===== src/rtl/msps_pkg.sv =====
package msps_pkg;

	localparam int SLOT_COUNT = 4;
	localparam int TIME_W     = 32;
	localparam int MASK_W     = 4;
	localparam int SLOTS_W    = 3;
	localparam int REG_IDX_W  = 3;

	typedef enum logic {
		CMD_TICK  = 1'b0,
		CMD_START = 1'b1
	} cmd_t;

	typedef enum logic [REG_IDX_W-1:0] {
		REG_SLOTS_IN_USE = 3'd0,
		REG_PERIOD_0     = 3'd1,
		REG_PERIOD_1     = 3'd2,
		REG_PERIOD_2     = 3'd3,
		REG_PERIOD_3     = 3'd4,
		REG_HB_ENABLE    = 3'd5,
		REG_HB_PERIOD    = 3'd6,
		REG_UNUSED       = 3'd7
	} reg_idx_t;

	typedef struct packed {
		logic [SLOTS_W-1:0]                 slots_in_use;
		logic [SLOT_COUNT-1:0][TIME_W-1:0]  period;
		logic                               hb_enable;
		logic [TIME_W-1:0]                  hb_period;
	} cfg_t;

	typedef struct packed {
		logic [TIME_W-1:0]                  prev_time;
		logic [SLOT_COUNT-1:0][TIME_W-1:0]  slot_last;
		logic [TIME_W-1:0]                  hb_last;
	} sched_state_t;

	typedef struct packed {
		logic [TIME_W-1:0] time_echo;
		logic              wrapped;
		logic [MASK_W-1:0] fire_mask;
		logic              heartbeat_fire;
	} result_t;

endpackage


===== src/rtl/msps_eval.sv =====
module msps_eval import msps_pkg::*; (
	input  cfg_t              cfg,
	input  sched_state_t      cur,
	input  logic              cmd,
	input  logic [TIME_W-1:0] time_now,
	output sched_state_t      nxt,
	output result_t           res
);

	logic [SLOT_COUNT-1:0] slot_en;
	logic                  rearm;
	logic                  wrap;

	always_comb begin
		for (int i = 0; i < SLOT_COUNT; i++) begin
			// a count above SLOT_COUNT enables every slot anyway
			slot_en[i] = cfg.slots_in_use > SLOTS_W'(i);
		end
	end

	assign wrap  = (cmd == CMD_TICK) && (time_now < cur.prev_time);
	assign rearm = (cmd == CMD_START) || wrap;

	always_comb begin
		nxt = cur;
		nxt.prev_time = time_now;
		res.time_echo = time_now;
		res.wrapped = wrap;
		res.fire_mask = '0;
		res.heartbeat_fire = 1'b0;
		if (rearm) begin
			nxt.hb_last = time_now;
			for (int i = 0; i < SLOT_COUNT; i++) begin
				if (slot_en[i]) begin
					nxt.slot_last[i] = time_now;
				end
			end
		end else begin
			// elapsed time is modulo 2^32
			if (cfg.hb_enable && (time_now - cur.hb_last) > cfg.hb_period) begin
				nxt.hb_last = time_now;
				res.heartbeat_fire = 1'b1;
			end
			for (int i = 0; i < SLOT_COUNT; i++) begin
				if (slot_en[i] && (time_now - cur.slot_last[i]) > cfg.period[i]) begin
					nxt.slot_last[i] = time_now;
					res.fire_mask[i] = 1'b1;
				end
			end
		end
	end

endmodule


===== src/rtl/multi_slot_periodic_scheduler.sv =====
// A request accepted into the input register moves to the output register
// once the output is free; the result then holds until out_ready takes it.
// Throughput: one request per cycle; in_ready drops only while the input
// register and the output register are both full and out_ready is low.
// Reset (arst_n low, asynchronous): config, timers and valid flags cleared.
module multi_slot_periodic_scheduler import msps_pkg::*; (
	input  logic                 clk,
	input  logic                 arst_n,
	input  logic                 cfg_we,
	input  logic [REG_IDX_W-1:0] cfg_index,
	input  logic [TIME_W-1:0]    cfg_data,
	input  logic                 in_valid,
	output logic                 in_ready,
	input  logic                 cmd,
	input  logic [TIME_W-1:0]    time_now,
	output logic                 out_valid,
	input  logic                 out_ready,
	output logic [TIME_W-1:0]    time_echo,
	output logic                 wrapped,
	output logic [MASK_W-1:0]    fire_mask,
	output logic                 heartbeat_fire
);

	cfg_t              cfg_q;
	sched_state_t      state_q;
	sched_state_t      state_nxt;
	result_t           res_nxt;
	result_t           res_q;
	logic              out_valid_q;
	logic              valid_s1;
	logic              cmd_s1;
	logic [TIME_W-1:0] time_s1;
	logic              advance;

	assign advance  = valid_s1 && (!out_valid_q || out_ready);
	assign in_ready = !valid_s1 || advance;

	always_ff @(posedge clk or negedge arst_n) begin
		if (!arst_n) begin
			cfg_q <= '0;
		end else if (cfg_we) begin
			unique case (cfg_index)
				REG_SLOTS_IN_USE: cfg_q.slots_in_use <= cfg_data[SLOTS_W-1:0];
				REG_HB_ENABLE:    cfg_q.hb_enable <= cfg_data[0];
				REG_HB_PERIOD:    cfg_q.hb_period <= cfg_data;
				default: begin
					for (int i = 0; i < SLOT_COUNT; i++) begin
						if (cfg_index == REG_IDX_W'(REG_PERIOD_0 + i)) begin
							cfg_q.period[i] <= cfg_data;
						end
					end
				end
			endcase
		end
	end

	always_ff @(posedge clk or negedge arst_n) begin
		if (!arst_n) begin
			valid_s1 <= 1'b0;
		end else if (in_ready) begin
			valid_s1 <= in_valid;
		end
	end

	always_ff @(posedge clk) begin
		if (in_ready && in_valid) begin
			cmd_s1  <= cmd;
			time_s1 <= time_now;
		end
	end

	msps_eval u_eval (
		.cfg      (cfg_q),
		.cur      (state_q),
		.cmd      (cmd_s1),
		.time_now (time_s1),
		.nxt      (state_nxt),
		.res      (res_nxt)
	);

	// timers move only when the request leaves the input register
	always_ff @(posedge clk or negedge arst_n) begin
		if (!arst_n) begin
			state_q <= '0;
		end else if (advance) begin
			state_q <= state_nxt;
		end
	end

	always_ff @(posedge clk or negedge arst_n) begin
		if (!arst_n) begin
			out_valid_q <= 1'b0;
		end else if (advance) begin
			out_valid_q <= 1'b1;
		end else if (out_ready) begin
			out_valid_q <= 1'b0;
		end
	end

	always_ff @(posedge clk) begin
		if (advance) begin
			res_q <= res_nxt;
		end
	end

	assign out_valid      = out_valid_q;
	assign time_echo      = res_q.time_echo;
	assign wrapped        = res_q.wrapped;
	assign fire_mask      = res_q.fire_mask;
	assign heartbeat_fire = res_q.heartbeat_fire;

endmodule


===== config.mk =====
export PLATFORM = sky130hd
export DESIGN_NAME = multi_slot_periodic_scheduler
export DESIGN_NICKNAME = d
export VERILOG_FILES = /design/src/rtl/msps_pkg.sv /design/src/rtl/msps_eval.sv /design/src/rtl/multi_slot_periodic_scheduler.sv
export SDC_FILE = /design/constraint.sdc
export NUM_CORES = 1
export LEC_CHECK = 0
export BUFFER_PORTS_ARGS = -buffer_cell sky130_fd_sc_hd__buf_2
export CAP_MARGIN = 20
export CORE_MARGIN = 2
export CORE_UTILIZATION = 56
export DETAILED_ROUTE_END_ITERATION = 10
export GPL_ROUTABILITY_DRIVEN = 0
export PLACE_DENSITY = 0.73
export SYNTH_ARGS = -nofsm -noshare
export SYNTH_HDL_FRONTEND = slang
export SYNTH_SLANG_ARGS = --single-unit

===== constraint.sdc =====
create_clock -name clk -period 5.7 [get_ports clk]
set_clock_uncertainty 0.2 [all_clocks]
set_input_delay 0.285 -clock clk [delete_from_list [all_inputs] [get_ports clk]]
set_output_delay 0.285 -clock clk [all_outputs]
set_load 0.02 [all_outputs]

==> load_flow_metrics.sql, run 1 <==
INSERT INTO impl_metrics (metric_group, metric, value, unit) VALUES
('min_path', 'min_delay_path_depth', '4', ''),
('sta', 'layout_worst_path_cycle_share', '97.9', '%'),
('clock_network', 'cts.reportedPaths.clkPinSlew', '0.06', 'ns'),
('clock_network', 'clock_insertion_delay_worst_skew', '0.60', 'ns'),
('worst_setup_path', 'end_kind', 'flip-flop', ''),
('placement', 'dpl_cell_area', '30700', 'um2'),
('pwr', 'cellPowerDensity', '564', 'nW/um2'),
('route', 'drtIter0Drc', '1995', ''),
('floorplan', 'io_pins', '113', ''),
('route', 'drt-wirelength-per-cell', '20.1', 'um'),
('synthesis', 'synth_cell_type_count', '83', ''),
('final_layout', 'register_cell_area_after_layout', '11100', 'um2'),
('final_layout', 'finalNetCount', '3635', ''),
('job', 'max-cap-violations', '0', ''),
('grt', 'globalRouteOverflowTotal', '0', ''),
('route', 'via_count', '23300', ''),
('final_layout', 'layout_cell_share_with_drive_strength_beyond_1', '19.3', '%'),
('worst_setup_path', 'worst_ep_required_time', '5.97', 'ns'),
('route', 'drt_pre_antenna_iters', '7', ''),
('sta', 'worst_slew_pin_slew', '1.10', 'ns'),
('synthesis', 'post_synthesis_net_count', '3311', ''),
('floorplan', 'initial_utilization', '56.7', '%'),
('route', 'route.antenna.remaining_nets', '0', ''),
('synthesis', 'ys_dominant_reg_cell', 'sky130_fd_sc_hd__dfrtp_1', ''),
('synthesis', 'mappedNetlistArea', '28400', 'um2'),
('grt', 'grt_pass1_vias', '23400', ''),
('synthesis', 'ys.warnings.count', '0', ''),
('sta', 'post-route-worst-setup-slack', '0.121', 'ns'),
('placement', 'detailed_place_hpwl', '57700', 'um'),
('placement', 'place_worst_setup_slack', '-0.281', 'ns'),
('worst_setup_path', 'path_max_fanout', '16', ''),
('worst_setup_path', 'cp_data_arrival_time', '5.84', 'ns'),
('synthesis', 'syn_area_per_cell', '9.83', 'um2'),
('sta', 'fin_max_slew_vios', '0', ''),
('clock_network', 'tritoncts', 'yes', ''),
('min_path', 'hold_path_class', 'input port to flip-flop', ''),
('grt', 'antenna_violations_before_repair', '1', ''),
('sta', 'max-slew-margin-rel', '26.8', '%'),
('worst_setup_path', 'timing.setup.critical_path_class', 'flip-flop to flip-flop', ''),
('route', 'drc', '0', ''),
('final_layout', 'final_design_area_no_fill', '33400', 'um2'),
('final_layout', 'flow.area_growth_from_synthesis', '17.9', '%'),
('grt', 'grt_pass1_wl', '122000', 'um'),
('clock_network', 'h-tree-depth', '2', ''),
('synthesis', 'asyncSetResetFlopFracSynth', '83.4', '%'),
('sta', 'period_minus_slack', '5.58', 'ns'),
('sta', 'final-setup-viol-count', '0', ''),
('grt', 'grt_start_max_net_pins', '129', ''),
('pwr', 'ir_drop', '0.301', 'mV'),
('floorplan', 'num_rows', '82', ''),
('sta', 'final-hold-violation-count', '0', ''),
('route', 'drt-vias-per-instance', '5.94', ''),
('clock_network', 'max-clock-path-buffers', '3', ''),
('pwr', 'cellLeakagePower', '15.8', 'nW'),
('final_layout', 'area_of_combinational_cells_with_multiple_inputs', '15900', 'um2'),
('final_layout', 'fill_cells', '3834', ''),
('floorplan', 'floorplan.die_area', '52500', 'um2'),
('grt', 'grtUsageTotal', '29.4', '%'),
('synthesis', 'synth-seq-area-share', '39.1', '%'),
('synthesis', 'synth_edf_count', '71', ''),
('clock_network', 'clock-sinks', '429', ''),
('sta', 'maximum_frequency_from_static_timing_analysis', '0.179', 'GHz'),
('floorplan', 'coreArea', '50100', 'um2'),
('worst_setup_path', 'ff2ff_path_depth', '20', ''),
('worst_setup_path', 'worst_setup_path_start_kind', 'flip-flop', ''),
('pwr', 'finalPower', '18.9', 'mW'),
('final_layout', 'finalCoreUtilization', '66.8', '%'),
('final_layout', 'insertedDiodeCount', '0', ''),
('synthesis', 'post_synth_inst_count', '2887', ''),
('placement', 'buffer_ports.inserted', '112', ''),
('floorplan', 'die-height', '229', 'um'),
('clock_network', 'clockRootBuffer', 'sky130_fd_sc_hd__clkbuf_16', ''),
('floorplan', 'floorplan.die.width', '229', 'um'),
('clock_network', 'cts_buffers', '47', ''),
('status', 'outcome', 'finished, final reports clean', ''),
('synthesis', 'number_of_synthesized_register_bits', '429', ''),
('route', 'totalWireLength', '78900', 'um');
-- placed cells by master (no fill, tap or decap), drive strengths merged, types with 88 or more instances in the layout --
master | netlist | layout
buf | 17 | 255
nand2 | 220 | 220
nor2 | 110 | 110
dfrtp | 358 | 358
o21ai | 228 | 228
ha | 346 | 346
mux2 | 231 | 231
xnor2 | 95 | 95
a21o | 88 | 88
inv | 389 | 388
a21oi | 191 | 191
-- layer usage --
| metal | wire length (um) | track usage [%] | share of wire [%] |
|---|---|---|---|
| met1 | 33100 | 38.4 | 42 |
| met3 | 5750 | 4.97 | 7.3 |
| met2 | 36800 | 48.8 | 47 |
| met5 | 0 | 0 | 0 |
| met4 | 3280 | 11.7 | 4.2 |
-- path summary, 6_finish.rpt --
| path | startpoint | to | slack [ns] |
|---|---|---|---|
| max reg2reg | time_s1[7]$_DFFE_PP_ | state_q[33]$_DFFE_PN0P_ | 0.12 |
| min reg2reg | state_q[156]$_DFFE_PN0P_ | state_q[156]$_DFFE_PN0P_ | 0.29 |
| min | cfg_we | cfg_q[32]$_DFFE_PN0P_ | 0.07 |
| max in group asynchronous | arst_n | cfg_q[127]$_DFFE_PN0P_ | 3.84 |
| min in group asynchronous | arst_n | cfg_q[70]$_DFFE_PN0P_ | 0.15 |
| max | time_s1[7]$_DFFE_PP_ | state_q[33]$_DFFE_PN0P_ | 0.12 |
-- kinds of logic after synthesis --
family | Yosys count | synth area share [%]
AO/OA/AOI/OAI | 732 | 16.5
XOR/XNOR | 132 | 4.07
adder cells (fa/ha/maj) | 351 | 15.6
buffers and inverters | 443 | 6.05
flip-flops | 429 | 39.1
multiplexers | 231 | 9.17
AND/OR/NAND/NOR | 569 | 9.56
-- critical path, cell delays in order (launching register included) --
cell	delay (ns)
sky130_fd_sc_hd__edfxtp_1	0.46
sky130_fd_sc_hd__buf_4	0.23
sky130_fd_sc_hd__ha_2	0.39
sky130_fd_sc_hd__and4_2	0.29
sky130_fd_sc_hd__nand2_1	0.07
sky130_fd_sc_hd__a2111oi_1	0.28
sky130_fd_sc_hd__buf_4	0.20
sky130_fd_sc_hd__o21ai_1	0.08
sky130_fd_sc_hd__a21oi_2	0.28
sky130_fd_sc_hd__o2111ai_1	0.18
sky130_fd_sc_hd__a32oi_2	0.30
sky130_fd_sc_hd__xor2_1	0.13
sky130_fd_sc_hd__ha_1	0.32
sky130_fd_sc_hd__nand4_1	0.15
sky130_fd_sc_hd__or4_4	0.54
sky130_fd_sc_hd__a31oi_1	0.21
sky130_fd_sc_hd__o22ai_2	0.16
sky130_fd_sc_hd__a211oi_4	0.22
sky130_fd_sc_hd__buf_4	0.20
sky130_fd_sc_hd__buf_12	0.17
sky130_fd_sc_hd__mux2_2	0.36
-- final cells by class --
class,count,area share (%)
multi-input cells,2015,47.5
flip-flops and latches,429,33.2
clock inverters,22,0.778
clock buffers,62,3.93
repair buffers,329,7.71
well taps,672,2.51
inverters,389,4.38
-- state kept, by name, summed over array words and instances (netlist names) --
| register | count |
|---|---|
| time_echo | 32 |
| heartbeat_fire | 1 |
| state_q | 192 |
| cmd_s1 | 1 |
| time_s1 | 32 |
| fire_mask | 4 |
| wrapped | 1 |
| out_valid | 1 |
| valid_s1 | 1 |
| cfg_q | 164 |
-- cells in the mapped netlist, types with 11 or more instances --
master	count	share of area [%]
sky130_fd_sc_hd__inv_1	388	5.1
sky130_fd_sc_hd__dfrtp_1	358	32
sky130_fd_sc_hd__ha_1	346	15
sky130_fd_sc_hd__o21ai_0	221	3.9
sky130_fd_sc_hd__nand2_1	220	2.9
sky130_fd_sc_hd__mux2_2	210	8.3
sky130_fd_sc_hd__a21oi_1	186	3.3
sky130_fd_sc_hd__nor2_1	110	1.5
sky130_fd_sc_hd__xnor2_1	95	2.9
sky130_fd_sc_hd__a21o_1	88	2.3
sky130_fd_sc_hd__edfxtp_1	71	7.5
sky130_fd_sc_hd__nand4_1	50	1.1
sky130_fd_sc_hd__clkbuf_1	37	0.49
sky130_fd_sc_hd__o21a_1	37	0.98
sky130_fd_sc_hd__xor2_1	37	1.1
sky130_fd_sc_hd__nor2b_1	32	0.71
sky130_fd_sc_hd__a211oi_1	31	0.82
sky130_fd_sc_hd__nor3_1	30	0.53
sky130_fd_sc_hd__nand3_1	26	0.46
sky130_fd_sc_hd__mux2_1	21	0.83
sky130_fd_sc_hd__nand2b_1	20	0.44
sky130_fd_sc_hd__o211ai_1	20	0.53
sky130_fd_sc_hd__o21bai_1	17	0.45
sky130_fd_sc_hd__and3_1	12	0.26
sky130_fd_sc_hd__o31ai_1	12	0.32
sky130_fd_sc_hd__or2_2	12	0.26
sky130_fd_sc_hd__a31oi_1	11	0.24
-- where the power goes --
group	switching, mW	internal [mW]	leakage [nW]	total [mW]
sequential	0.459	4.00	4.96	4.46
clock	1.28	1.89	0.774	3.16
combinational	6.12	5.11	10.0	11.2
total	7.86	11.0	15.8	18.9
-- repair_timing --
action	4_1_cts	5_1_grt
pin swaps	0	19
gates cloned	0	5
hold endpoints to repair	290	0
resized for setup	11	51
hold buffers	71	0
setup buffers	0	11
endpoints found under the setup margin	128	160
-- through the flow --
| step | hold WS [ns] | std cells | setup TNS [ns] |
|---|---|---|---|
| floorplan | -0.211 | 2887 | 0 |
| global placement | 0.193 | 3747 | -1.72 |
| detailed placement | 0.193 | 3747 | -14.29 |
| CTS | 0.0359 | 3902 | 0 |
| global route | 0.104 | 3918 | -1.69 |
| finish | 0.0659 | 3918 | 0 |
Power figures use the tool's default switching activity.
==> inputs of run 2 (changes only) <==
Settings changed: CELL_PAD_IN_SITES_DETAIL_PLACEMENT set to 1, CELL_PAD_IN_SITES_GLOBAL_PLACEMENT set to 2, CORE_UTILIZATION 56 to 41, PLACE_DENSITY 0.73 to not set, PLACE_DENSITY_LB_ADDON set to 0.1.
==> load_flow_metrics.sql, run 2 (synthesis results as in run 1) <==
INSERT INTO impl_metrics (metric_group, metric, value, unit) VALUES
('route', 'drt_pre_antenna_iters', '5', ''),
('sta', 'worst_slew_pin_slew', '0.931', 'ns'),
('placement', 'dpl_cell_area', '31100', 'um2'),
('sta', 'layout_worst_path_cycle_share', '98.2', '%'),
('placement', 'place_worst_setup_slack', '-0.429', 'ns'),
('grt', 'grt_pass1_vias', '24400', ''),
('pwr', 'cellPowerDensity', '565', 'nW/um2'),
('sta', 'period_minus_slack', '5.59', 'ns'),
('grt', 'globalRouteOverflowTotal', '0', ''),
('route', 'met1Wirelength', '40000', 'um'),
('route', 'routed-wl-met2', '42600', 'um'),
('sta', 'final-setup-viol-count', '0', ''),
('final_layout', 'layout_cell_share_with_drive_strength_beyond_1', '20.6', '%'),
('route', 'drc', '0', ''),
('grt', 'antenna_violations_before_repair', '4', ''),
('clock_network', 'clockRootBuffer', 'sky130_fd_sc_hd__clkbuf_16', ''),
('final_layout', 'finish.cell_count_without_fillers', '4210', ''),
('worst_setup_path', 'end_kind', 'flip-flop', ''),
('worst_setup_path', 'worst_ep_required_time', '5.98', 'ns'),
('clock_network', 'tritoncts', 'yes', ''),
('final_layout', 'flow.area_growth_from_synthesis', '20.9', '%'),
('floorplan', 'initial_utilization', '41.4', '%'),
('clock_network', 'h-tree-depth', '2', ''),
('clock_network', 'cts_buffers', '51', ''),
('clock_network', 'clock-sinks', '429', ''),
('worst_setup_path', 'r2r_setup_slack', '0.11', 'ns'),
('grt', 'grtUsageTotal', '24.2', '%'),
('route', 'via_count', '22600', ''),
('worst_setup_path', 'path_max_fanout', '8', ''),
('placement', 'post-place-cells', '4012', ''),
('sta', 'fin_tns_setup', '0', 'ns'),
('clock_network', 'max-clock-path-buffers', '3', ''),
('floorplan', 'floorplan.die.width', '267', 'um'),
('floorplan', 'floorplan.die_area', '71300', 'um2'),
('sta', 'post-route-worst-setup-slack', '0.105', 'ns'),
('route', 'totalWireLength', '87100', 'um'),
('clock_network', 'cts.reportedPaths.clkPinSlew', '0.06', 'ns'),
('route', 'drtIter0Drc', '1202', ''),
('worst_setup_path', 'cp_data_arrival_time', '5.87', 'ns'),
('sta', 'max-slew-margin-rel', '37.9', '%'),
('placement', 'detailed_place_hpwl', '66100', 'um'),
('sta', 'maximum_frequency_from_static_timing_analysis', '0.179', 'GHz'),
('placement', 'buffer_ports.inserted', '112', ''),
('sta', 'unrepaired_setup_endpoints_after_global_routing', 'yes', ''),
('floorplan', 'coreArea', '68600', 'um2'),
('job', 'max-cap-violations', '0', ''),
('pwr', 'cellLeakagePower', '16.1', 'nW'),
('floorplan', 'io_pins', '113', ''),
('route', 'drt-wirelength-per-cell', '20.7', 'um'),
('sta', 'holdWs', '0.0141', 'ns'),
('final_layout', 'final_design_area_no_fill', '34300', 'um2'),
('grt', 'grt_pass1_wl', '134000', 'um'),
('final_layout', 'largest_reg_flops', '192', ''),
('route', 'highest-signal-layer', 'met5', ''),
('final_layout', 'layout_top_registers', 'state_q (192), cfg_q (164)', ''),
('final_layout', 'largest_register', 'state_q', ''),
('grt', 'grt_start_max_net_pins', '140', ''),
('min_path', 'hold_path_class', 'input port to async pin', ''),
('final_layout', 'finalCoreUtilization', '50.0', '%'),
('pwr', 'finalPower', '19.4', 'mW'),
('clock_network', 'clock_insertion_delay_worst_skew', '0.61', 'ns'),
('sta', 'final-hold-violation-count', '0', ''),
('route', 'routed-wl-met3', '2220', 'um'),
('floorplan', 'num_rows', '96', ''),
('final_layout', 'fill_cells', '7655', ''),
('status', 'outcome', 'finished, final reports clean', ''),
('final_layout', 'mostFrequentLayoutCell', 'sky130_fd_sc_hd__inv_1', ''),
('sta', 'fin_max_slew_vios', '0', ''),
('floorplan', 'die-height', '267', 'um'),
('route', 'drt-vias-per-instance', '5.38', ''),
('final_layout', 'finalNetCount', '3660', ''),
('pwr', 'ir_drop', '0.272', 'mV'),
('worst_setup_path', 'worst_setup_path_start_kind', 'flip-flop', ''),
('final_layout', 'mostFrequentLayoutCells', 'sky130_fd_sc_hd__inv_1 (386), sky130_fd_sc_hd__dfrtp_1 (358), sky130_fd_sc_hd__ha_1 (340), sky130_fd_sc_hd__nand2_1 (219), sky130_fd_sc_hd__o21ai_0 (213)', ''),
('worst_setup_path', 'timing.setup.critical_path_class', 'flip-flop to flip-flop', ''),
('route', 'route.antenna.remaining_nets', '0', '');
[run 2: changes by cell type in the layout (fill, tap and decap cells not counted), moves of 4 or more]
cell / delta
sky130_fd_sc_hd__clkinv_1: -4
sky130_fd_sc_hd__a211oi_2: +4
sky130_fd_sc_hd__mux2_2: -16
sky130_fd_sc_hd__a211oi_1: -5
sky130_fd_sc_hd__mux2_4: +16
sky130_fd_sc_hd__clkbuf_16: +4
sky130_fd_sc_hd__buf_4: +15
sky130_fd_sc_hd__clkbuf_8: +12
[run 2: worst paths after layout]
check / from / end / cells after the start
max in group asynchronous: arst_n / state_q[20]$_DFFE_PN0P_ / 3
worst max-delay path: time_s1[4]$_DFFE_PP_ / state_q[41]$_DFFE_PN0P_ / 21
worst min-delay path: arst_n / cfg_q[70]$_DFFE_PN0P_ / 2
worst min register to register: state_q[67]$_DFFE_PN0P_ / state_q[67]$_DFFE_PN0P_ / 1
min in group clk: cfg_we / cfg_q[32]$_DFFE_PN0P_ / 4
worst max register to register: time_s1[4]$_DFFE_PP_ / state_q[41]$_DFFE_PN0P_ / 21
[run 2: layer usage]
layer | vias up | GRT usage, %
li1 | 10900 | -
met1 | 11300 | 31.6
met3 | 137 | 2.77
met4 | 2 | 6.32
met2 | 265 | 42.5
met5 | - | 0
[run 2: final cells by class]
| class | count | area (um2) | area share, % |
|---|---|---|---|
| Multi-Input combinational cell | 2015 | 16000 | 46.7 |
| Sequential cell | 429 | 11100 | 32.3 |
| Timing Repair Buffer | 350 | 2800 | 8.16 |
| Clock buffer | 77 | 1560 | 4.53 |
| Inverter | 389 | 1460 | 4.26 |
| Tap cell | 931 | 1160 | 3.39 |
| Clock inverter | 17 | 205 | 0.598 |
| Antenna cell | 2 | 5.00 | 0.0146 |
[run 2: timing repair]
item / CTS / global route
endpoints found under the setup margin: 132 / 161
hold endpoints to repair: 261 / 0
buffers inserted: 9 / 17
hold buffers: 71 / 0
pin swaps: 7 / 41
resized for setup: 24 / 80
gates cloned: 1 / 5
[run 2: critical path, cell delays in order, from the launching register on]
cell and delay (ns):
sky130_fd_sc_hd__edfxtp_1 0.52, sky130_fd_sc_hd__buf_4 0.22, sky130_fd_sc_hd__ha_1 0.32, sky130_fd_sc_hd__or2_2 0.30, sky130_fd_sc_hd__a21oi_2 0.18, sky130_fd_sc_hd__a2111oi_2 0.07
sky130_fd_sc_hd__buf_4 0.17, sky130_fd_sc_hd__o21ai_2 0.14, sky130_fd_sc_hd__a21oi_1 0.09, sky130_fd_sc_hd__buf_4 0.17, sky130_fd_sc_hd__o311ai_4 0.33, sky130_fd_sc_hd__a41oi_2 0.18
sky130_fd_sc_hd__xnor2_1 0.17, sky130_fd_sc_hd__ha_1 0.31, sky130_fd_sc_hd__nand4_1 0.25, sky130_fd_sc_hd__or4_1 0.47, sky130_fd_sc_hd__o211ai_1 0.21, sky130_fd_sc_hd__o22ai_2 0.19
sky130_fd_sc_hd__a211oi_4 0.30, sky130_fd_sc_hd__buf_6 0.17, sky130_fd_sc_hd__clkbuf_16 0.17, sky130_fd_sc_hd__mux2_4 0.30
[run 2: report_power, final]
group	internal [mW]	switching (mW)	total, mW
clock	2.06	1.35	3.40
combinational	5.30	6.22	11.5
sequential	4.00	0.446	4.45
total	11.4	8.02	19.4
==> inputs of run 3 (changes only) <==
Settings changed: CELL_PAD_IN_SITES_GLOBAL_PLACEMENT 2 to 1, CORE_UTILIZATION 41 to 50, GPL_TIMING_DRIVEN set to 0, SLEW_MARGIN set to 25.
==> load_flow_metrics.sql, run 3 (synthesis results as in run 1) <==
INSERT INTO impl_metrics (metric_group, metric, value, unit) VALUES
('route', 'route.antenna.remaining_nets', '0', ''),
('worst_setup_path', 'path_max_fanout', '7', ''),
('route', 'drt-vias-per-instance', '5.98', ''),
('pwr', 'cellLeakagePower', '16.5', 'nW'),
('clock_network', 'cts_buffers', '50', ''),
('route', 'totalWireLength', '100000', 'um'),
('pwr', 'total_switching_power', '8.96', 'mW'),
('sta', 'maximum_frequency_from_static_timing_analysis', '0.168', 'GHz'),
('route', 'drt-wirelength-per-cell', '24.7', 'um'),
('grt', 'globalRouteOverflowTotal', '0', ''),
('floorplan', 'io_pins', '113', ''),
('floorplan', 'floorplan.die_area', '58700', 'um2'),
('clock_network', 'clock-sinks', '429', ''),
('clock_network', 'max-clock-path-buffers', '3', ''),
('sta', 'max-slew-margin-rel', '30.2', '%'),
('placement', 'buffer_ports.inserted', '110', ''),
('floorplan', 'floorplan.die.width', '242', 'um'),
('route', 'via_count', '24300', ''),
('placement', 'post-place-cells', '3761', ''),
('final_layout', 'layout_cell_share_with_drive_strength_beyond_1', '21.4', '%'),
('pwr', 'finalPower', '20.8', 'mW'),
('pwr', 'cellPowerDensity', '590', 'nW/um2'),
('worst_setup_path', 'end_kind', 'flip-flop', ''),
('sta', 'worst_slew_pin_slew', '1.05', 'ns'),
('clock_network', 'clock_insertion_delay_worst_skew', '0.61', 'ns'),
('final_layout', 'finish.cell_count_without_fillers', '4054', ''),
('grt', 'antenna_violations_before_repair', '0', ''),
('floorplan', 'num_rows', '87', ''),
('clock_network', 'h-tree-depth', '2', ''),
('route', 'drt_pre_antenna_iters', '5', ''),
('sta', 'post-route-worst-setup-slack', '-0.254', 'ns'),
('pwr', 'switching_power_share_of_the_total', '43.1', '%'),
('floorplan', 'die-height', '242', 'um'),
('worst_setup_path', 'worst_ep_required_time', '5.97', 'ns'),
('job', 'max-cap-violations', '0', ''),
('final_layout', 'mostFrequentLayoutCell', 'sky130_fd_sc_hd__inv_1', ''),
('pwr', 'ir_drop', '0.381', 'mV'),
('floorplan', 'coreArea', '56300', 'um2'),
('sta', 'period_minus_slack', '5.95', 'ns'),
('status', 'outcome', 'complete, but fails checks', ''),
('sta', 'final-hold-violation-count', '0', ''),
('final_layout', 'final_design_area_no_fill', '35200', 'um2'),
('pwr', 'power.sequential.fraction', '21.8', '%'),
('final_layout', 'finalNetCount', '3682', ''),
('final_layout', 'mostFrequentLayoutCells', 'sky130_fd_sc_hd__inv_1 (382), sky130_fd_sc_hd__dfrtp_1 (358), sky130_fd_sc_hd__ha_1 (335), sky130_fd_sc_hd__nand2_1 (219), sky130_fd_sc_hd__o21ai_0 (210)', ''),
('grt', 'grt_start_max_net_pins', '91', ''),
('pwr', 'power_frac_comb', '61.3', '%'),
('final_layout', 'layout_top_registers', 'state_q (192), cfg_q (164)', ''),
('sta', 'fin_max_slew_vios', '0', ''),
('worst_setup_path', 'timing.setup.critical_path_class', 'flip-flop to flip-flop', ''),
('pwr', 'internal_power', '11.8', 'mW'),
('clock_network', 'tritoncts', 'yes', ''),
('worst_setup_path', 'ff2ff_path_depth', '24', ''),
('sta', 'final-setup-viol-count', '126', ''),
('final_layout', 'flow.area_growth_from_synthesis', '24.2', '%'),
('status', 'failed_checks', 'setup timing', ''),
('sta', 'unrepaired_setup_endpoints_after_global_routing', 'yes', ''),
('grt', 'grt_pass1_vias', '26400', ''),
('grt', 'grtUsageTotal', '32.3', '%'),
('placement', 'dpl_cell_area', '30100', 'um2'),
('route', 'drc', '0', ''),
('clock_network', 'cts.reportedPaths.clkPinSlew', '0.07', 'ns'),
('final_layout', 'largest_reg_flops', '192', ''),
('final_layout', 'insertedDiodeCount', '0', ''),
('floorplan', 'initial_utilization', '50.4', '%'),
('worst_setup_path', 'worst_setup_path_start_kind', 'flip-flop', ''),
('grt', 'grt_pass1_wl', '148000', 'um'),
('min_path', 'hold_path_class', 'input port to async pin', ''),
('sta', 'layout_worst_path_cycle_share', '104', '%'),
('worst_setup_path', 'cp_data_arrival_time', '6.22', 'ns'),
('clock_network', 'clockRootBuffer', 'sky130_fd_sc_hd__clkbuf_16', ''),
('placement', 'detailed_place_hpwl', '62800', 'um'),
('final_layout', 'largest_register', 'state_q', ''),
('pwr', 'power_frac_clock', '16.9', '%'),
('route', 'drtIter0Drc', '1360', '');
run 3: changes by cell type in the layout (fill, tap and decap cells not counted), sizes merged:
| cell | previous run | this run |
|---|---|---|
| clkinvlp | 2 | 1 |
| clkinv | 11 | 6 |
| clkbuf | 81 | 118 |
| dlygate4sd3 | 71 | 72 |
| buf | 275 | 259 |
| bufinv | 4 | 7 |
| diode | 2 | 0 |
| inv | 389 | 391 |
run 3: per-layer routing:
layer	up-vias	track usage (%)	routed length, um
li1	11000	-	-
met1	12300	38.4	39800
met2	681	57.0	50400
met3	289	4.64	4780
met4	0	16.4	5220
met5	-	0	0
run 3: stage by stage:
| stage | TNS (ns) | hold WS, ns | setup slack (ns) | utilization (%) |
|---|---|---|---|---|
| after floorplan | 0 | -0.211 | 0.464 | - |
| after global placement | -1240.78 | 0.261 | -2.99 | 53.1 |
| after detailed placement | -213.28 | -0.00909 | -1.69 | 53.4 |
| after CTS | -12.82 | 0.0477 | -0.298 | 61.3 |
| after global routing | -34.49 | 0.103 | -0.345 | 62.6 |
| final | -17.79 | 0.0737 | -0.254 | 62.6 |
run 3: timing repair:
action | 4_1_cts | 5_1_grt
gates resized for setup | 194 | 100
cloned | 7 | 6
hold buffers | 73 | 0
setup buffers | 95 | 25
endpoints found under the setup margin | 165 | 161
hold endpoints to repair | 413 | 0
pin swaps | 60 | 51
run 3: worst paths after layout:
check	from	endpoint	slack, ns
worst max-delay path	time_s1[0]$_DFFE_PP_	state_q[149]$_DFFE_PN0P_	-0.25
worst min-delay path	arst_n	state_q[70]$_DFFE_PN0P_	0.07
worst max register to register	time_s1[0]$_DFFE_PP_	state_q[149]$_DFFE_PN0P_	-0.25
worst min register to register	state_q[111]$_DFFE_PN0P_	state_q[111]$_DFFE_PN0P_	0.29
max in group asynchronous	arst_n	state_q[183]$_DFFE_PN0P_	3.93
min in group clk	cfg_index[0]	cfg_q[129]$_DFFE_PN0P_	0.08
run 3: power groups by stage:
stage | combinational [mW] | sequential [mW] | clock (mW)
6_report | 12.8 | 4.54 | 3.51
3_5_place_dp | 10.4 | 4.54 | 0
4_1_cts | 11.8 | 4.48 | 3.50
2_1_floorplan | 7.79 | 4.39 | 0
5_1_grt | 13.9 | 4.64 | 3.65
3_3_place_gp | 9.78 | 4.49 | 0
run 3: critical path: stages, from the launching register on:
cell                        delay [ns]
sky130_fd_sc_hd__edfxtp_1         0.53
sky130_fd_sc_hd__inv_4            0.15
sky130_fd_sc_hd__buf_12           0.11
sky130_fd_sc_hd__ha_4             0.12
sky130_fd_sc_hd__inv_2            0.04
sky130_fd_sc_hd__fa_2             0.34
sky130_fd_sc_hd__a211o_1          0.32
sky130_fd_sc_hd__a2111oi_4        0.40
sky130_fd_sc_hd__o211a_1          0.31
sky130_fd_sc_hd__buf_4            0.18
sky130_fd_sc_hd__o31ai_2          0.12
sky130_fd_sc_hd__a211oi_2         0.27
sky130_fd_sc_hd__o21bai_1         0.12
sky130_fd_sc_hd__a21oi_2          0.15
sky130_fd_sc_hd__xnor2_1          0.08
sky130_fd_sc_hd__ha_1             0.27
sky130_fd_sc_hd__nand4_1          0.12
sky130_fd_sc_hd__or4_4            0.60
sky130_fd_sc_hd__a211o_1          0.29
sky130_fd_sc_hd__nand3_2          0.11
sky130_fd_sc_hd__o21ai_4          0.10
sky130_fd_sc_hd__a21oi_4          0.18
sky130_fd_sc_hd__buf_12           0.20
sky130_fd_sc_hd__clkbuf_16        0.17
sky130_fd_sc_hd__mux2_4           0.30
run 3: area by class of cell:
type,count,area [um2]
clock inverter,16,263
buffer,51,360
timing repair buffer,322,2970
clock buffer,76,1480
tap,756,946
fill,6076,21100
sequential,429,11100
inverter,389,1470
multi-input combinational,2015,16700
